<file path="src/rtl/core/pdr_pkg.sv">
// ----------------------------------------------------------------------------
// pdr_pkg
// Shared types and codes for the Paxos decision role core: phase, command,
// message and register codes, and the state and result records.
// ----------------------------------------------------------------------------
package pdr_pkg;

    // Field types
    typedef logic signed [15:0] ballot_t;
    typedef logic signed [31:0] value_t;
    typedef logic [2:0]         phase_t;
    typedef logic [2:0]         cmd_t;
    typedef logic [1:0]         msg_t;
    typedef logic [7:0]         node_t;
    typedef logic [6:0]         count_t;
    typedef logic [1:0]         cfg_idx_t;

    // Number of nodes in the group; a strict majority decides
    localparam logic [7:0] NODE_COUNT = 8'd5;

    localparam ballot_t BALLOT_NONE  = 16'sh FFFF;
    localparam ballot_t BALLOT_MAX   = 16'sh 7FFF;
    localparam value_t  VALUE_NONE   = 32'sh FFFF_FFFF;
    localparam count_t  COUNT_MAX    = 7'h7F;

    // Phase codes
    localparam phase_t PH_INIT         = 3'd0;
    localparam phase_t PH_WAIT_PREPARE = 3'd1;
    localparam phase_t PH_WAIT_PROMISE = 3'd2;
    localparam phase_t PH_WAIT_ACCEPT  = 3'd3;
    localparam phase_t PH_DECIDED      = 3'd4;

    // Command codes
    localparam cmd_t CMD_PREPARE = 3'd0;
    localparam cmd_t CMD_PROMISE = 3'd1;
    localparam cmd_t CMD_ACCEPT  = 3'd2;
    localparam cmd_t CMD_ACK     = 3'd3;
    localparam cmd_t CMD_TIMEOUT = 3'd4;
    localparam cmd_t CMD_CLIENT  = 3'd5;

    // Outgoing message types
    localparam msg_t MSG_PREPARE = 2'd0;
    localparam msg_t MSG_PROMISE = 2'd1;
    localparam msg_t MSG_ACCEPT  = 2'd2;

    // Register indexes (node id and slot belong to the transport, not kept)
    localparam cfg_idx_t CFG_ROLE      = 2'd0;
    localparam cfg_idx_t CFG_LEADER_ID = 2'd2;

    // Role values
    localparam logic ROLE_ACCEPTOR = 1'b1;

    // Decision state
    typedef struct packed {
        phase_t  phase;
        ballot_t ballot;
        value_t  decision_value;
        ballot_t promised_ballot;
        value_t  promised_value;
        count_t  promise_count;
    } pdr_state_t;

    // Configuration seen by the step logic
    typedef struct packed {
        logic  role;
        node_t leader_id;
    } pdr_cfg_t;

    // One result item
    typedef struct packed {
        logic    send_valid;
        msg_t    send_type;
        logic    send_to_all;
        node_t   send_dest;
        ballot_t send_ballot;
        value_t  send_value;
        phase_t  phase_now;
        ballot_t chosen_ballot;
        value_t  chosen_value;
    } pdr_result_t;

endpackage

</file>
<file path="src/rtl/core/paxos_decision_role_fsm_core.sv">
// ----------------------------------------------------------------------------
// paxos_decision_role_fsm_core
// One Paxos decision instance for a proposer or acceptor node.
//
//   channel  dir  signals                      item
//   s_*      in   tvalid tready tdata tuser    message or client value
//   m_*      out  tvalid tready tdata tuser    sent message and decision
//   cfg_*    in   we index wdata               register write
//
// One item per cycle sustained while m_tready is high; an item passes the input
// register, then the step logic into the result register. The state loop closes
// through pdr_step combinationally, so items follow back to back.
// Reset clears the decision state to init and the cfg and valid registers to zero.
// A stalled result holds in the result register; the input register takes
// one more item meanwhile, then s_tready drops until m_tready returns.
// ----------------------------------------------------------------------------
module paxos_decision_role_fsm_core
    import pdr_pkg::*;
(
    input  logic         clk,
    input  logic         rst_n,
    // cfg
    input  logic         cfg_we,
    input  logic [1:0]   cfg_index,
    input  logic [7:0]   cfg_wdata,
    // input stream
    input  logic         s_tvalid,
    output logic         s_tready,
    input  logic [47:0]  s_tdata,   // msg_ballot[15:0], msg_value[47:16]
    input  logic [2:0]   s_tuser,   // cmd[2:0]
    // result stream
    output logic         m_tvalid,
    input  logic         m_tready,
    // send_dest[7:0], send_ballot[23:8], send_value[55:24], phase_now[58:56],
    // chosen_ballot[74:59], chosen_value[106:75], zero fill[111:107]
    output logic [111:0] m_tdata,
    // send_valid[0], send_type[2:1], send_to_all[3]
    output logic [3:0]   m_tuser
);

    logic        role_reg;
    node_t       leader_reg;

    logic        in_valid_reg, in_valid_next;
    cmd_t        in_cmd_reg;
    ballot_t     in_ballot_reg;
    value_t      in_value_reg;

    pdr_state_t  st_reg;
    pdr_state_t  st_next;
    pdr_result_t step_res;
    pdr_result_t out_reg;
    logic        out_valid_reg, out_valid_next;

    pdr_cfg_t    cfg;
    logic        out_free;
    logic        step_go;
    logic        in_take;

    // Configuration registers
    always_ff @(posedge clk or negedge rst_n)
    begin
        if (!rst_n)
        begin
            role_reg   <= 1'b0;
            leader_reg <= '0;
        end
        else if (cfg_we)
        begin
            unique case (cfg_index)
                CFG_ROLE:      role_reg   <= cfg_wdata[0];
                CFG_LEADER_ID: leader_reg <= cfg_wdata;
                default:       ;
            endcase
        end
    end

    assign cfg.role      = role_reg;
    assign cfg.leader_id = leader_reg;

    // Handshake control
    assign out_free       = !out_valid_reg || m_tready;
    assign step_go        = in_valid_reg && out_free;
    assign s_tready       = !in_valid_reg || out_free;
    assign in_take        = s_tvalid && s_tready;
    assign in_valid_next  = in_take ? 1'b1 : (step_go ? 1'b0 : in_valid_reg);
    assign out_valid_next = step_go ? 1'b1 : (m_tready ? 1'b0 : out_valid_reg);

    always_ff @(posedge clk or negedge rst_n)
    begin
        if (!rst_n)
        begin
            in_valid_reg  <= 1'b0;
            out_valid_reg <= 1'b0;
        end
        else
        begin
            in_valid_reg  <= in_valid_next;
            out_valid_reg <= out_valid_next;
        end
    end

    // Input register
    always_ff @(posedge clk)
    begin
        if (in_take)
        begin
            in_cmd_reg    <= s_tuser;
            in_ballot_reg <= s_tdata[15:0];
            in_value_reg  <= s_tdata[47:16];
        end
    end

    // Step logic
    pdr_step u_step (
        .st      (st_reg),
        .cfg     (cfg),
        .cmd     (in_cmd_reg),
        .mb      (in_ballot_reg),
        .mv      (in_value_reg),
        .st_next (st_next),
        .res     (step_res)
    );

    // Decision state
    always_ff @(posedge clk or negedge rst_n)
    begin
        if (!rst_n)
        begin
            st_reg.phase           <= PH_INIT;
            st_reg.ballot          <= BALLOT_NONE;
            st_reg.decision_value  <= VALUE_NONE;
            st_reg.promised_ballot <= BALLOT_NONE;
            st_reg.promised_value  <= VALUE_NONE;
            st_reg.promise_count   <= '0;
        end
        else if (step_go)
        begin
            st_reg <= st_next;
        end
    end

    // Result register
    always_ff @(posedge clk)
    begin
        if (step_go)
        begin
            out_reg <= step_res;
        end
    end

    assign m_tvalid = out_valid_reg;
    assign m_tuser  = {out_reg.send_to_all, out_reg.send_type, out_reg.send_valid};
    assign m_tdata  = {5'b0, out_reg.chosen_value, out_reg.chosen_ballot,
                       out_reg.phase_now, out_reg.send_value, out_reg.send_ballot,
                       out_reg.send_dest};

endmodule

</file>
<file path="src/rtl/core/pdr_step.sv">
// ----------------------------------------------------------------------------
// pdr_step
// Single-step transition logic: takes the decision state and one message,
// gives the next state and the result item of that step.
// ----------------------------------------------------------------------------
module pdr_step
    import pdr_pkg::*;
(
    input  pdr_state_t  st,
    input  pdr_cfg_t    cfg,
    input  cmd_t        cmd,
    input  ballot_t     mb,
    input  value_t      mv,
    output pdr_state_t  st_next,
    output pdr_result_t res
);

    count_t  cnt_sat;
    logic    higher;
    ballot_t pb_new;
    value_t  pv_new;
    logic    majority;
    ballot_t bal_fin;
    value_t  dv_fin;
    ballot_t bal_inc;

    // Promise bookkeeping
    assign cnt_sat  = (st.promise_count != COUNT_MAX) ? st.promise_count + 7'd1
                                                      : st.promise_count;
    assign higher   = (mb > st.promised_ballot);
    assign pb_new   = higher ? mb : st.promised_ballot;
    assign pv_new   = higher ? mv : st.promised_value;
    assign majority = ({cnt_sat, 1'b0} > NODE_COUNT);
    assign bal_fin  = (pb_new != BALLOT_NONE) ? pb_new : st.ballot;
    assign dv_fin   = (pb_new != BALLOT_NONE) ? pv_new : st.decision_value;

    // Saturating re-prepare ballot
    assign bal_inc  = (st.ballot != BALLOT_MAX) ? st.ballot + 16'sd1 : st.ballot;

    // Transition
    always_comb
    begin
        st_next = st;
        res     = '0;

        if (cmd == CMD_CLIENT)
        begin
            st_next.decision_value = mv;
        end
        else if (cmd <= CMD_TIMEOUT)
        begin
            unique case (st.phase)
                PH_INIT:
                begin
                    st_next.decision_value  = VALUE_NONE;
                    st_next.promised_ballot = BALLOT_NONE;
                    st_next.promised_value  = VALUE_NONE;
                    st_next.promise_count   = '0;
                    if (cfg.role == ROLE_ACCEPTOR)
                    begin
                        st_next.phase  = PH_WAIT_PREPARE;
                        st_next.ballot = BALLOT_NONE;
                    end
                    else
                    begin
                        st_next.phase    = PH_WAIT_PROMISE;
                        st_next.ballot   = mb;
                        res.send_valid   = 1'b1;
                        res.send_type    = MSG_PREPARE;
                        res.send_to_all  = 1'b1;
                        res.send_ballot  = mb;
                        res.send_value   = VALUE_NONE;
                    end
                end
                PH_WAIT_PREPARE:
                begin
                    if (cmd == CMD_PREPARE)
                    begin
                        st_next.phase           = PH_WAIT_ACCEPT;
                        st_next.promised_ballot = mb;
                        st_next.promised_value  = mv;
                        res.send_valid          = 1'b1;
                        res.send_type           = MSG_PROMISE;
                        res.send_dest           = cfg.leader_id;
                        res.send_ballot         = mb;
                        res.send_value          = mv;
                    end
                end
                PH_WAIT_PROMISE:
                begin
                    if (cmd == CMD_TIMEOUT)
                    begin
                        st_next.ballot  = bal_inc;
                        res.send_valid  = 1'b1;
                        res.send_type   = MSG_PREPARE;
                        res.send_to_all = 1'b1;
                        res.send_ballot = bal_inc;
                        res.send_value  = VALUE_NONE;
                    end
                    else if (cmd == CMD_PROMISE)
                    begin
                        st_next.promise_count   = cnt_sat;
                        st_next.promised_ballot = pb_new;
                        st_next.promised_value  = pv_new;
                        if (majority)
                        begin
                            st_next.phase          = PH_DECIDED;
                            st_next.ballot         = bal_fin;
                            st_next.decision_value = dv_fin;
                            res.send_valid         = 1'b1;
                            res.send_type          = MSG_ACCEPT;
                            res.send_to_all        = 1'b1;
                            res.send_ballot        = bal_fin;
                            res.send_value         = dv_fin;
                        end
                    end
                end
                PH_WAIT_ACCEPT:
                begin
                    if (cmd == CMD_PREPARE)
                    begin
                        if (higher)
                        begin
                            st_next.promised_ballot = mb;
                            st_next.promised_value  = mv;
                            res.send_valid          = 1'b1;
                            res.send_type           = MSG_PROMISE;
                            res.send_dest           = cfg.leader_id;
                            res.send_ballot         = mb;
                            res.send_value          = mv;
                        end
                    end
                    else if (cmd == CMD_ACCEPT)
                    begin
                        st_next.ballot         = mb;
                        st_next.decision_value = mv;
                        st_next.phase          = PH_DECIDED;
                    end
                end
                default:
                begin
                    // decided: every message is ignored
                end
            endcase
        end

        res.phase_now     = st_next.phase;
        res.chosen_ballot = st_next.ballot;
        res.chosen_value  = st_next.decision_value;
    end

endmodule

</file>
<file path="config.mk">
export PLATFORM = sky130hd
export DESIGN_NAME = paxos_decision_role_fsm_core
export DESIGN_NICKNAME = d
export VERILOG_FILES = /design/src/rtl/core/pdr_pkg.sv /design/src/rtl/core/paxos_decision_role_fsm_core.sv /design/src/rtl/core/pdr_step.sv
export SDC_FILE = /design/constraint.sdc
export NUM_CORES = 1
export LEC_CHECK = 0
export BUFFER_PORTS_ARGS = -buffer_cell sky130_fd_sc_hd__buf_2
export CAP_MARGIN = 20
export CORE_ASPECT_RATIO = 0.9
export CORE_MARGIN = 3
export CORE_UTILIZATION = 30
export DETAILED_ROUTE_END_ITERATION = 10
export GPL_TIMING_DRIVEN = 0
export SETUP_SLACK_MARGIN = 0.05
export SYNTH_ARGS = -nofsm -noshare
export SYNTH_HDL_FRONTEND = slang
export SYNTH_SLANG_ARGS = --single-unit
</file>
<file path="constraint.sdc">
create_clock -name clk -period 4.8 [get_ports clk]
set_clock_uncertainty 0.15 [all_clocks]
set_input_delay 0.24 -clock clk [delete_from_list [all_inputs] [get_ports clk]]
set_output_delay 0.24 -clock clk [all_outputs]
set_load 0.03 [all_outputs]
</file>
### After elaboration in Yosys (flattened, before gate mapping)

Cells that the tools add are included.

* register bits after elaboration: 279
* logic and storage cells: 112

* add/sub/neg operators: 2
* magnitude comparators: 3
* equality and inequality tests: 16
* multiplexer cells: 49
* bitwise logic cells: 2
* reduce and logical (&&, ||, !) cells: 18

Operators by type and width (number)
* 106-bit two-way mux: 4
* 48-bit one-hot mux with 4 select lines: 2
* 48-bit two-way mux: 7
* 56-bit two-way mux: 3
* 51-bit two-way mux: 3
* 48-bit one-hot mux with 3 select lines: 1
* 32-bit two-way mux: 3
* 87-bit two-way mux: 1
* 16-bit two-way mux: 4
* 3-bit one-hot mux with 4 select lines: 2
* 19-bit two-way mux: 1
* 18-bit two-way mux: 1
* 16-bit by 2-bit adder with 16-bit output, second input constant: 1
* 16-bit greater-than comparator: 1
* 4-bit two-way mux: 4
* 16-bit by 1-bit != test with 1-bit output, second input constant: 1
* 16-bit != test, second input constant: 1
* 8-bit one-hot mux with 2 select lines: 1
* 3-bit two-way mux: 5
* 7-bit one-hot mux with 2 select lines: 1
* 3-bit by 2-bit == test with 1-bit output, second input constant: 3
* 9-bit AND reduction: 1
* 8-bit by 3-bit greater-than comparator with 1-bit output, second input constant: 1
* 7-bit by 1-bit adder with 7-bit output, second input constant: 1
* 22 further kinds: 37

### Longest topological paths before layout

Gate-level depths: netlist of the first run.

* depth after elaboration: 12
* mapped depth: 14
* gate-level depth less buffers: 10

### Cells and area by module

From an unflattened synthesis of the first run, not the netlist that was laid out.

* cell total of the unflattened synthesis: 1476
* area total of the unflattened synthesis: 15835.2 sq um

By module, submodules not included
* paxos_decision_role_fsm_core: instances 1, cells an instance 420, area an instance 9507.9 sq um
* pdr_step: instances 1, cells an instance 1056, area an instance 6327.3 sq um

### Least setup slack after synthesis of the first run

OpenSTA, ideal clock, no wires.

* kind: reg2reg
* start point: register out_valid_reg, in the netlist m_tvalid
* end point: register out_reg (netlist bit m_tdata[0]) (enable)
* arrival: 4.382 ns
* data required time: 4.131 ns
* setup slack: -0.251 ns
* cell stages (with the launch flop): 6
* buffers on the path: 2
* cell sequence: dfrtp_1 nand2b_1 nand2_1 inv_1 clkbuf_1 clkbuf_1

* cells in the longest elaborated chain, start to end: 3

RTL lines
* start, declared: RTL line paxos_decision_role_fsm_core.sv:53 `logic out_valid_reg, out_valid_next;`
* start signal, assigned: RTL line paxos_decision_role_fsm_core.sv:99 `out_valid_reg <= out_valid_next;`
* 1-bit logical NOT: RTL line paxos_decision_role_fsm_core.sv:82 `assign out_free = !out_valid_reg || m_tready;`
* 1-bit logical OR: RTL line paxos_decision_role_fsm_core.sv:82
* 1-bit logical AND: RTL line paxos_decision_role_fsm_core.sv:83 `assign step_go = in_valid_reg && out_free;`
* end signal, assigned: RTL line paxos_decision_role_fsm_core.sv:148 `out_reg <= step_res;`
* end, declared: RTL line paxos_decision_role_fsm_core.sv:52 `pdr_result_t out_reg;`

Every way passes these cells.
A chain may end at the register's enable or synchronous reset.

### Worst setup path after layout of the first run

* start point: register st_reg[54] (netlist bit)
* end point: register out_reg (netlist bit m_tdata[8]) (data pin)

* cells in the longest elaborated chain, start to end: 8
* elaborated cells on any way between the ends: 10

RTL lines
* start, declared: RTL line paxos_decision_role_fsm_core.sv:49 `pdr_state_t st_reg;`
* start signal, assigned: RTL line paxos_decision_role_fsm_core.sv:139 `st_reg <= st_next;`
* 16-bit greater-than comparator: RTL line pdr_step.sv:30 `assign higher = (mb > st.promised_ballot);`
* 16-bit two-way mux: RTL line pdr_step.sv:31 `assign pb_new = higher ? mb : st.promised_ballot;`
* 16-bit by 1-bit != test with 1-bit output: RTL line pdr_step.sv:34 `assign bal_fin = (pb_new != BALLOT_NONE) ? pb_new : st.ballot;`
* 16-bit two-way mux: RTL line pdr_step.sv:34
* 48-bit two-way mux: RTL line pdr_step.sv:105 `if (majority)`
* 48-bit two-way mux: RTL line pdr_step.sv:100 `else if (cmd == CMD_PROMISE)`
* 48-bit two-way mux: RTL line pdr_step.sv:91 `if (cmd == CMD_TIMEOUT)`
* 48-bit one-hot mux with 4 select lines (*): RTL line pdr_step.sv:52 `unique case (st.phase)`

Mark *: on every way between the ends. The rest lies on a longest branch, timed or not.

==> results.md, run 1 <==
- The clock drives around 280 sinks.
- TritonCTS created 35 clock buffers.
- The number of antenna violations at the first check in global routing is 0.
- During synthesis, Yosys emitted a total of 0 warnings.
- The leakage power is 0.00728 uW.
- The final critical path takes up a little over nine tenths of the cycle.
- For the worst-skew pair, the clock arrives at the later sink with an insertion delay of around 0.57 ns.
- The aggregate global-route resource usage is approximately 21%.
- Power spread over the standard cell area amounts to ~570 mW/mm^2.
- Cells with a size suffix above 1 make up 22.1% of the layout.
- For this configuration, the core starts out at a cell density of 30.4%.
- The length of the first detailed-routing pass in iterations is 8.
- Port buffering added between 150 and 200 buffers.
- The count of final hold-check violations is 0.
- Using the TritonRoute via totals, the vias-per-cell ratio works out to approximately 5.7.
- The vertical extent of the die is between 200 and 250 um.
- The total count of max-transition violations in the final report is 0.
- A synthesized cell averages ~9.9 sq um.
- The TritonCTS clock tree is built.
- The register area is around 0.0079 sq mm.
- The number of nets in the finished design is roughly 1900.
- The post-route antenna net violation count is 0.
- The count of antenna diodes in the layout is 0.
- The commonest non-fill, non-tap cell in the layout is sky130_fd_sc_hd__buf_2.
- At the worst endpoint, the arrival time is 4.67 ns.
- Across all register-to-register paths, the minimum setup slack is 0.31 ns.
- The total grt overflow is 0.
- The first global-routing pass estimated between 80 and 90 mm of wire.
- Summed over all failing endpoints, the final setup total negative slack is 0 ns.
- The count of boundary I/O pins is approximately 180.
- After detailed routing, the number of remaining DRC violations is 0.
- Of the total power, combinational logic draws between 30 and 40%.
- The total number of placement rows is a little under 80.
- The count of flip-flops with a built-in enable after synthesis is around 160.
- The worst setup path category is reg2reg.
- The maximum clock insertion buffer count is 3.
- The final HPWL from detailed placement is about 42 mm.
- The final core utilization is between 30% and 40%.
- The worst-path maximum fanout is 10.
- The detailed router placed roughly 15000 vias in this run.
- The register with the most flip-flops in the layout has roughly 110 of them.
- The worst supply voltage drop on vdd is 0.245 mV.
- Setup violations remaining at the end of the flow were counted as 0.
- In the layout the commonest cells are sky130_fd_sc_hd__buf_2, sky130_fd_sc_hd__nand2_1, sky130_fd_sc_hd__edfxtp_1, sky130_fd_sc_hd__a21oi_1, sky130_fd_sc_hd__nor2_1.
- The kind of end point of the critical path is a flip-flop.
- The proportion of register bits with asynchronous set or reset after synthesis is 41.9%.
- STA classifies the critical path startpoint as a flip-flop.
- Summing the sequential cell areas from Yosys gives about half of the chip area.
- The switching portion of total power is between 40 and 50%.
- After floorplanning, the core was sized to cover slightly above 0.05 sq mm.
- STA puts the critical path data required time at around 5 ns.
- CTS placed an instance of sky130_fd_sc_hd__clkbuf_16 at the clock tree root.
- The iteration-0 DRC count of the detailed router is ~1700.
- The area growth from synthesis to layout is 23.6%.
- Entering global routing, the biggest net connects 80 pins.
- Routability-driven placement finished with a final weighted congestion of 0.976.
- The count of filler cells inserted in the layout is roughly 5100.
- Cell internal power was estimated by the tool at about 6500 uW.
- The worst path needs 4.49 ns of the cycle, external delays included.
- The flow ran to the end, and the final reports show no timing, DRC or antenna violations.
- The main flop type after synthesis is sky130_fd_sc_hd__edfxtp_1.
- The portion of total power attributed to the clock network is about 25%.
- Setup repair after global routing left no endpoint under its margin.
- The remaining max-slew budget at the tightest pin is a little under a third.
- The number of H-tree branching levels is 2.
- Static timing analysis puts the maximum clock frequency at 0.222 GHz.
- The total of max-cap violations is 0.
- The post-synthesis instance area is ~0.015 sq mm.
- Synthesis handed over a netlist of approximately 1500 instances.
- The critical path contains buffers and inverters numbering 3 combined.
- Clock-pin slew was measured on the worst setup and hold paths at 0.07 ns.
- In the final layout, the multi-input gates occupy around 0.0068 sq mm.
- The full die area is 0.0540 sq mm.
- The sequential group share of total power is 37.8%.
- Traced cell by cell, the critical path runs through inv_1, ha_1, nand4_1, or4_4, a21oi_2, o31a_1, buf_6, o21ai_1, a21oi_1, buf_2, nand2_1, o21ai_0.
- The switching power summed over all nets is between 4000 and 5000 uW.
- Wires add up to approximately 60 mm.
- For the pin with the worst max-slew slack, the measured transition is just over 1 ns.
- On the worst path, the slowest cell contributes a delay of roughly 0.86 ns.
- The routed length per placed instance is 23.5 um.
- Synthesis inferred ~280 register bits.
- The kind of cell adding the most delay to the critical path is compound AO/OA/AOI/OAI gates.
- The via count of the first global-routing pass was around 14000.
- The worst hold path belongs to the class in2async.
- The cell type of the slowest stage on the worst timing path is sky130_fd_sc_hd__a21oi_1.
- The number of distinct library cells after synthesis is 83.
- Measured along the x axis, the die boundary spans around 240 um.
[power by group through the flow]
stage	sequential [uW]	clock [uW]	combinational, uW
after floorplan	4320	0	2420
after global placement	4120	0	3890
after detailed placement	4120	0	3970
after CTS	4100	2730	4030
after global routing	4200	2840	4450
final	4120	2680	4110
[area by class of cell]
| class | count | share of cell area [%] |
|---|---|---|
| tap | 680 | 4.47 |
| clock inverter | 15 | 0.803 |
| inverter | 38 | 0.750 |
| clock buffer | 48 | 5.24 |
| timing repair buffer | 245 | 8.40 |
| multi-input combinational | 1116 | 35.8 |
| buffer | 120 | 2.95 |
| sequential | 279 | 41.6 |
[layer usage]
metal	track usage, %	vias up	share of wire, %
met2	31.9	854	43
met4	7.45	0	3.4
met1	30.7	7083	44
li1	-	6492	-
met3	4.70	124	9.6
met5	0	-	0
[worst reg2reg max path, cell delays in order, from the launching register on]
cell and delay [ns]:
sky130_fd_sc_hd__dfstp_2 0.58, sky130_fd_sc_hd__inv_1 0.06, sky130_fd_sc_hd__ha_1 0.33, sky130_fd_sc_hd__nand4_1 0.17, sky130_fd_sc_hd__or4_4 0.60, sky130_fd_sc_hd__a21oi_2 0.24, sky130_fd_sc_hd__o31a_1 0.19, sky130_fd_sc_hd__buf_6 0.16
sky130_fd_sc_hd__o21ai_1 0.20, sky130_fd_sc_hd__a21oi_1 0.86, sky130_fd_sc_hd__buf_2 0.47, sky130_fd_sc_hd__nand2_1 0.09, sky130_fd_sc_hd__o21ai_0 0.17
[synth_stat cells (all sizes together) (6+ instances only)]
library cell  number  area share, %
nand2            171            4.2
edfxtp           162             32
a21oi            161            5.3
nor2             113            2.8
o21ai            110            3.6
dfstp             96             16
clkbuf            78            1.9
nor3              63            2.1
a22oi             56            2.7
nand3             44            1.4
buf               42            1.7
inv               37           0.90
mux2i             33            2.2
o31ai             28            1.5
a221oi            26            1.6
a31oi             26            1.1
o211ai            25            1.3
a22o              21            1.2
dfrtp             21            3.4
ha                18            1.5
and2              17           0.69
a221o             16            1.0
mux2              16            1.2
a222oi            15           0.98
nand4             15           0.61
a21o               9           0.44
nand2b             9           0.37
nand3b             9           0.44
and3               8           0.33
a211oi             7           0.34
o311ai             7           0.40
xnor2              7           0.40
nor2b              6           0.24
[cells by family (layout without fill, tap and decap cells)]
logic type	Yosys count	count (layout)	share of synthesized area, %
buffers and inverters	158	466	4.51
XOR/XNOR	8	8	0.455
adder cells (fa/ha/maj)	18	18	1.46
AO/OA/AOI/OAI	561	561	24.5
flip-flops	279	279	51.4
AND/OR/NAND/NOR	475	475	14.3
other	1	5	0.0244
multiplexers	49	49	3.34
[worst paths after layout]
check / startpoint / endpoint / cells past startpoint
worst min-delay path: rst_n / role_reg$_DFFE_PN0P_ / 2
worst max register to register: st_reg[54]$_DFFE_PN1P_ / m_tdata[8]$_SDFFCE_PP0P_ / 12
min in group clk: cfg_index[0] / role_reg$_DFFE_PN0P_ / 4
worst min register to register: leader_reg[6]$_DFFE_PN0P_ / leader_reg[6]$_DFFE_PN0P_ / 1
worst max-delay path: st_reg[54]$_DFFE_PN1P_ / m_tdata[8]$_SDFFCE_PP0P_ / 12
max in group asynchronous: rst_n / st_reg[81]$_DFFE_PN1P_ / 3
[timing repair]
action                                  4_1_cts  5_1_grt
hold buffers                                 63        0
endpoints found under the hold margin       113        0
gates resized for setup                       0        1
buffers inserted                              0        0
endpoints found under the setup margin        0        2
[per-stage QoR]
step,instances,worst slack [ns],hold WS [ns],power (uW),instance area [sq um]
floorplan,1553,1.26,-0.206,6740,15400
global placement,2411,-0.0452,0.267,8010,17100
detailed placement,2413,0.304,0.0792,8090,17200
CTS,2539,0.275,0.0388,10900,19000
global route,2541,0.246,0.0777,11500,19000
finish,2541,0.305,0.0595,10900,19000
No activity file was read; power rests on OpenSTA's default activity.
==> run 2, diff against run 1 <==
Settings changed: CORE_UTILIZATION 30 to 25, SKIP_CTS_REPAIR_TIMING set to 1.
==> results.md, run 2 (synthesis results as in run 1) <==
- The flow ran to the end, and the final reports show no timing, DRC or antenna violations.
- The initial core utilization is 25.5% (-4.9 points).
- The via count of the first global-routing pass came to 13800 (-2.2%).
- The total count of max-transition violations in the final report is 0 (unchanged).
- The remaining max-slew budget at the tightest pin is 29.5% (-1.3 points).
- The final HPWL from detailed placement came to 43.5 mm (+4.3%).
- The number of H-tree branching levels is 2 (unchanged).
- Relative to the synthesized area, the layout overhead comes to 24.3%.
- The maximum number of pins on one net before global-route repair is 86 (+7.5%).
- The clock insertion delay at the later pin of the skew report is 0.57 ns (about the same).
- The final period demand of the worst path is 4.53 ns (+0.0362 ns).
- The tightest min-delay check is of the in2async type.
- The cell type of the slowest stage on the worst timing path is sky130_fd_sc_hd__mux2i_1.
- The fraction of the cycle the final worst path needs is 94.4% (+0.75 points).
- The full die area is 0.0646 sq mm (+19%).
- The routed wire length is 61.3 mm (+2.9%).
- The routed length per placed instance came to 23.2 um (-1.2%).
- The data required time at the worst endpoint came to 4.91 ns (-0.07 ns).
- The library cells used most frequently in the layout, excluding fill and tap cells, are sky130_fd_sc_hd__buf_2, sky130_fd_sc_hd__nand2_1, sky130_fd_sc_hd__edfxtp_1, sky130_fd_sc_hd__a21oi_1, sky130_fd_sc_hd__nor2_1.
- The number of buffers inserted by port buffering is 178 (unchanged).
- The placed cell area is 0.0174 sq mm (+0.84%).
- The portion of total power attributed to the clock network is 23.9% (-0.7 points).
- The final total power is 10800 uW (-0.70%).
- The kind of end point of the critical path is a flip-flop.
- The switching portion of total power is 40.8% (+0.53 points).
- The sequential group share of total power came to 38.1% (+0.3 points).
- The maximum clock insertion buffer count is 3 (unchanged).
- The post-route antenna net violation count is 0 (unchanged).
- The routed via count divided by cell count is 5.56 (-2.9%).
- The aggregate global-route resource usage is 18.2% (-3.2 points).
- The total of max-cap violations is 0 (unchanged).
- Leaving out fill and tap cells, the most frequent cell in the layout is sky130_fd_sc_hd__buf_2.
- The maximum single-stage delay on the critical path was 0.64 ns (-0.22 ns).
- The number of flip-flops in the largest register came to 107 (unchanged).
- The signal on the critical path passes through ha_1, nand4_1, or4_4, a21oi_2, o31a_1, buf_6, buf_4, buf_2, mux2i_1, nor2_1, o31ai_1, o22ai_1.
- The via total after detailed routing is 14700 (+1.0%).
- The maximum clock frequency was 0.221 GHz (-0.80%).
- The buffers plus inverters on the worst setup path is 3 (unchanged).
- The count of final hold-check violations was 0 (unchanged).
- The measured slew at the worst slew-check pin is 1.06 ns (+0.0196 ns).
- The total number of placement rows came to 85 (+9.0%).
- The number of antenna violations at the first check in global routing was 0 (unchanged).
- The worst supply voltage drop on vdd came to 0.207 mV (-15%).
- The worst setup path is of the reg2reg kind.
- The launching element type of the critical path is a flip-flop.
- The design area was 0.0191 sq mm (+0.58%).
- The count of antenna diodes in the layout is 0 (unchanged).
- The leakage power is 0.00725 uW (-0.42%).
- The worst-path maximum fanout was 10 (unchanged).
- The first-pass GRT wire length came to 89.2 mm (unchanged).
- The TritonCTS clock tree is built.
- The number of setup violations in the final report came to 0 (unchanged).
- The vertical extent of the die is 241 um (+9.3%).
- The die width is 267 um (+9.3%).
- The share of post-route cells with drive strength above 1 is 22.1% (-0.066 points).
- The switching power summed over all nets was 4420 uW (+0.61%).
- The iteration-0 DRC count of the detailed router was 1975 (+15%).
- The total number of clock tree sinks is 279 (unchanged).
- The number of nets in the finished design was 1920 (+0.052%).
- Setup repair after global routing left no endpoint under its margin.
- The internal power component was 6420 uW (-1.6%).
- The critical path data arrival time is 4.65 ns (-0.02 ns).
- On the critical path the largest part of the delay comes from compound AO/OA/AOI/OAI gates.
- The total grt overflow is 0 (unchanged).
- The register clock-pin slew on the reported worst setup and hold paths came to 0.06 ns (about the same).
- The count of boundary I/O pins was 184 (unchanged).
- The master cell of the clock root buffer is sky130_fd_sc_hd__clkbuf_16.
- The length of the first detailed-routing pass in iterations came to 6 (-2).
- The total core area is 0.0603 sq mm (+19%).
- The power density over the cells is 567 mW/mm^2 (-1.3%).
- The number of clock buffers inserted by TritonCTS is 34 (-2.9%).
- The number of remaining DRC errors is 0 (unchanged).
- The combinational share of power is 38.1% (+0.5 points).
- The routability congestion estimate from global placement is 0.936 (-4.2%).
run 2: final timing paths:
kind / startpoint / to / slack [ns] / cells past startpoint
worst min-delay path: rst_n / st_reg[103]$_DFFE_PN0P_ / 0.03 / 2
max in group asynchronous: rst_n / st_reg[76]$_DFFE_PN1P_ / 3.63 / 3
worst min register to register: in_valid_reg$_DFFE_PN0P_ / m_tvalid$_DFFE_PN0P_ / 0.35 / 1
worst max register to register: in_ballot_reg[15]$_DFFE_PP_ / m_tdata[66]$_DFFE_PP_ / 0.27 / 12
worst max-delay path: in_ballot_reg[15]$_DFFE_PP_ / m_tdata[66]$_DFFE_PP_ / 0.27 / 12
min in group clk: cfg_index[1] / leader_reg[7]$_DFFE_PN0P_ / 0.17 / 3
run 2: area by class of cell:
cell class	count	area (sq um)
fillers	6138	41200
clock buffers	41	897
plain buffers	120	561
multi-input cells	1116	6800
repair buffers	247	1620
flip-flops and latches	279	7910
well taps	783	980
clock inverters	21	213
inverters	38	143
run 2: power by group through the flow:
stage               sequential [uW]  clock, uW  combinational [uW]
floorplan                      4320          0                2420
global placement               4120          0                3920
detailed placement             4130          0                3990
CTS                            4100       2660                4010
global route                   4200       2750                4450
finish                         4130       2590                4120
run 2: metrics by stage:
| step | cells | TNS, ns | hold slack (ns) | utilization (%) | setup slack [ns] |
|---|---|---|---|---|---|
| after CTS | 2580 | 0 | -0.547 | 30.6 | 0.174 |
| after detailed placement | 2518 | 0 | 0.0556 | 28.8 | 0.228 |
| after floorplan | 1553 | 0 | -0.206 | - | 1.26 |
| after global placement | 2514 | -4.53 | 0.269 | 28.6 | -0.0672 |
| final | 2645 | 0 | 0.0256 | 31.7 | 0.269 |
| after global routing | 2645 | 0 | 0.0497 | 31.7 | 0.135 |
run 2: per-layer routing:
metal | vias to the layer above | track usage [%] | routed length (um) | part of all wire, %
met3 | 126 | 2.71 | 5490 | 9.0
met2 | 846 | 28.1 | 27200 | 44
met4 | 0 | 7.25 | 2060 | 3.4
met1 | 7223 | 25.8 | 26600 | 43
met5 | - | 0 | 0 | 0
li1 | 6507 | - | - | -
==> run 3, diff against run 2 <==
--- a/config.mk
+++ b/config.mk
@@ -14,2 +14,3 @@
 export GPL_TIMING_DRIVEN = 0
+export REMOVE_ABC_BUFFERS = 1
 export SETUP_SLACK_MARGIN = 0.05
@@ -18,2 +19,3 @@
 export SYNTH_HDL_FRONTEND = slang
+export SYNTH_HIERARCHICAL = 1
 export SYNTH_SLANG_ARGS = --single-unit
==> constraint.sdc (replaced) <==
create_clock -name clk -period 4.8 [get_ports clk]
set_clock_uncertainty 0.15 [all_clocks]
set_input_delay 0.48 -clock clk [delete_from_list [all_inputs] [get_ports clk]]
set_output_delay 0.48 -clock clk [all_outputs]
set_load 0.03 [all_outputs]
==> results.md, run 3 <==
- The count of flip-flops with a built-in enable after synthesis is 162 (unchanged).
- sky130_fd_sc_hd__edfxtp_1 takes more of the synthesized area than any other cell.
- The met2 routing resource usage after global routing is 22.8% (-5.3 points).
- The launching element type of the critical path is a flip-flop.
- The most utilized layer in the global route result is met2.
- The main flop type after synthesis is sky130_fd_sc_hd__edfxtp_1.
- Sorting the synthesized cells by area gives the leading types as sky130_fd_sc_hd__edfxtp_1, sky130_fd_sc_hd__dfstp_2, sky130_fd_sc_hd__mux2_2.
- The area growth from synthesis to layout is 21.3%.
- The cell count after synthesis is 1476 (-4.7%).
- The number of setup violations in the final report came to 0 (unchanged).
- TritonCTS built the clock tree.
- The number of synthesized register bits is 279 (unchanged).
- The clock insertion delay at the later pin of the skew report came to 0.55 ns (-0.02 ns).
- The most used standard cell by instance count after synthesis is sky130_fd_sc_hd__o21ai_0.
- The met3 track demand over resource in global routing is 2.71% (-0.0040 points).
- The number of flip-flops in the largest register is 107 (unchanged).
- The proportion of register bits with asynchronous set or reset after synthesis is 41.9% (unchanged).
- The worst supply voltage drop on vdd is 0.258 mV (+24%).
- The commonest non-fill, non-tap cell in the layout is sky130_fd_sc_hd__o21ai_0.
- The full die area is 0.0664 sq mm (+2.9%).
- The smallest setup slack after layout is 0.292 ns (+0.0234 ns).
- The count of filler cells inserted in the layout is 6298 (+2.6%).
- The total count of max-transition violations in the final report is 0 (unchanged).
- The top cell types in the final layout, fill and taps aside, are sky130_fd_sc_hd__o21ai_0, sky130_fd_sc_hd__buf_2, sky130_fd_sc_hd__edfxtp_1, sky130_fd_sc_hd__mux2_2, sky130_fd_sc_hd__nand2_1.
- In this run the critical register-to-register path is launched from in_cmd_reg[0]$_DFFE_PP_.
- The via count of the first global-routing pass is 12500 (-9.1%).
- The register clock-pin slew on the reported worst setup and hold paths was 0.06 ns (about the same).
- The worst-case reg-to-reg path depth is 8 (-4).
- The data required time at the worst endpoint is 5.13 ns (+0.22 ns).
- Counting instances in the post-synthesis netlist gives the leading cell types as sky130_fd_sc_hd__o21ai_0, sky130_fd_sc_hd__edfxtp_1, sky130_fd_sc_hd__mux2_2.
- The number of nets in the finished design was 1692 (-12%).
- The post-synthesis instance area is 0.0158 sq mm (+2.9%).
- The length of the first detailed-routing pass in iterations is 5 (-1).
- Traced cell by cell, the critical path runs through o21ai_0, nand2_1, a21oi_1, nor4b_4, buf_6, nor2_1, o21ai_1, mux2_4.
- The measured slew at the worst slew-check pin is 1.18 ns (+0.118 ns).
- The routed wire length is 51.0 mm (-17%).
- The worst hold path endpoint is in_ballot_reg[5]$_DFFE_PP_.
- The number of H-tree branching levels is 2 (unchanged).
- The share of post-route cells with drive strength above 1 came to 33.6% (+12 points).
- The path category of the worst min-delay check is in2reg.
- The average footprint of a synthesized cell is 10.7 sq um (+8.0%).
- The maximum clock insertion buffer count is 3 (unchanged).
- The number of distinct library cells after synthesis came to 87 (+4.8%).
- The maximum single-stage delay on the critical path is 1.10 ns (+0.46 ns).
- The critical path data arrival time is 4.84 ns (+0.19 ns).
- In this run the most critical hold path is launched from s_tdata[5].
- The iteration-0 DRC count of the detailed router is 1295 (-34%).
- The remaining max-slew budget at the tightest pin is 21.7% (-7.9 points).
- Setup repair after global routing left no endpoint under its margin.
- STA classifies the critical path endpoint as a flip-flop.
- The setup slack at placement came to 0.00272 ns (-0.225 ns).
- The total of max-cap violations is 0 (unchanged).
- The final core utilization is 31.0% (-0.74 points).
- The final-layout setup total negative slack is 0 ns (unchanged).
- The flow ran to the end, and the final reports show no timing, DRC or antenna violations.
- The power density over the cells is 556 mW/mm^2 (-1.8%).
- The count of boundary I/O pins was 184 (unchanged).
- The total number of placement rows is 86 (+1.2%).
- The master cell of the clock root buffer is sky130_fd_sc_hd__clkbuf_16.
- The leakage power came to 0.00741 uW (+2.2%).
- The hold-critical path depth is 1.
- The worst setup path is of the reg2reg kind.
- The first-pass GRT wire length came to 75.6 mm (-15%).
- The maximum clock frequency is 0.222 GHz (+0.52%).
- The fraction of the cycle the final worst path needs is 93.9% (-0.49 points).
- The aggregate global-route resource usage is 14.5% (-3.7 points).
- The via total after detailed routing is 12800 (-13%).
- The total grt overflow is 0 (unchanged).
- The routability congestion estimate from global placement is 0.853 (-8.9%).
- The vertical extent of the die came to 245 um (+1.4%).
- The die width is 271 um (+1.4%).
- The global routing usage on met1 was 19.8% (-6.1 points).
- The initial core utilization is 25.5% (+0.038 points).
- The worst-path maximum fanout was 16 (+6).
- The routed via count divided by cell count is 5.16 (-7.1%).
- The worst-case register-to-register setup slack is 0.29 ns (+0.02 ns).
- The count of final hold-check violations is 0 (unchanged).
- The count of placed standard cells in the final layout, fillers left out is 2472 (-6.5%).
- The total core area is 0.0620 sq mm (+2.8%).
- The number of remaining DRC errors is 0 (unchanged).
- The area fraction of the dominant cell type after synthesis is 30.7% (-0.90 points).
- The sequential share of the synthesized area is 50.0% (-1.5 points).
- The final HPWL from detailed placement is 33.2 mm (-24%).
- The post-route antenna net violation count is 0 (unchanged).
- The number of clock buffers inserted by TritonCTS is 34 (unchanged).
- The maximum number of pins on one net before global-route repair was 64 (-26%).
- The final period demand of the worst path came to 4.51 ns (-0.0234 ns).
- The number of placed instances, taps included is 2357 (-6.4%).
- The number of antenna violations at the first check in global routing was 5 (+5).
- The total number of clock tree sinks is 279 (unchanged).
- Among all stages on the critical path, the largest delay is contributed by sky130_fd_sc_hd__a21oi_1.
- The number of buffers inserted by port buffering is 178 (unchanged).
- The endpoint identified for the worst register-to-register timing path is st_reg[84]$_DFFE_PN1P_.
- The yosys synthesis warning count is 6 (+6).
- The routed length per placed instance is 20.6 um (-11%).
run 3: cell types whose count changed after synthesis, sizes merged, moves of 20 or more:
cell / previous run / this run
a22oi: 56 / 2
mux2: 16 / 148
a22o: 21 / 1
nor3: 63 / 13
a221oi: 26 / 1
o311ai: 7 / 32
nand2: 171 / 116
o31ai: 28 / 8
o21ai: 110 / 220
a21oi: 161 / 79
buf: 42 / 99
run 3: kinds of logic after synthesis:
group,Yosys count,share of synthesized area (%)
AO/OA/AOI/OAI,443,17.3
AND/OR/NAND/NOR,353,10.8
flip-flops,279,50.0
buffers and inverters,188,6.38
multiplexers,184,13.5
adder cells (fa/ha/maj),18,1.42
XOR/XNOR,10,0.553
other,1,0.0237
run 3: worst max path at each step:
stage	depth (start not counted)	slack, ns	to	startpoint
final	8	0.29	st_reg[84]$_DFFE_PN1P_	in_cmd_reg[0]$_DFFE_PP_
after CTS	11	-0.02	st_reg[100]$_DFFE_PN1P_	st_reg[0]$_DFFE_PN0P_
after global routing	8	0.11	st_reg[84]$_DFFE_PN1P_	in_cmd_reg[0]$_DFFE_PP_
after global placement	8	-4.31	st_reg[81]$_DFFE_PN1P_	st_reg[104]$_DFFE_PN0P_
after detailed placement	11	0.003	st_reg[100]$_DFFE_PN1P_	st_reg[0]$_DFFE_PN0P_
after floorplan	11	-0.42	st_reg[100]$_DFFE_PN1P_	st_reg[45]$_DFFE_PN1P_
run 3: routing by layer:
layer	part of all wire (%)	wire length [um]
met1	45	22700
met3	6.9	3540
met2	45	23200
met5	0	0
met4	3.0	1540
run 3: worst max-delay path, delay by kind of cell, from the launching register on:
kind | cells | cell delay [ns]
simple gates | 3 | 1.43
mux | 1 | 0.22
buf+inv | 1 | 0.30
flops | 1 | 0.57
compound gates | 3 | 1.77
run 3: through the flow:
| stage | power, uW | hold WS [ns] | area (sq um) |
|---|---|---|---|
| after CTS | 10600 | -0.0756 | 18700 |
| final | 10700 | 0.0159 | 19200 |
| after floorplan | 6630 | 0.0344 | 14900 |
| after global routing | 11300 | 0.0122 | 19200 |
| after global placement | 7570 | 0.328 | 16900 |
| after detailed placement | 7780 | 0.343 | 17500 |
run 3: final cells by class:
type,count,area (sq um),share of cell area (%)
multi-input cells,1015,7060,36.8
inverters,27,106,0.554
clock buffers,39,953,4.96
clock inverters,23,262,1.36
diodes,2,5.00,0.0261
well taps,836,1050,5.45
flip-flops and latches,279,7910,41.2
repair buffers,251,1860,9.68
run 3: where the power goes:
group,switching (uW),internal [uW]
Combinational,2250,1590
Clock,1070,1700
Sequential,543,3530
Total,3870,6820
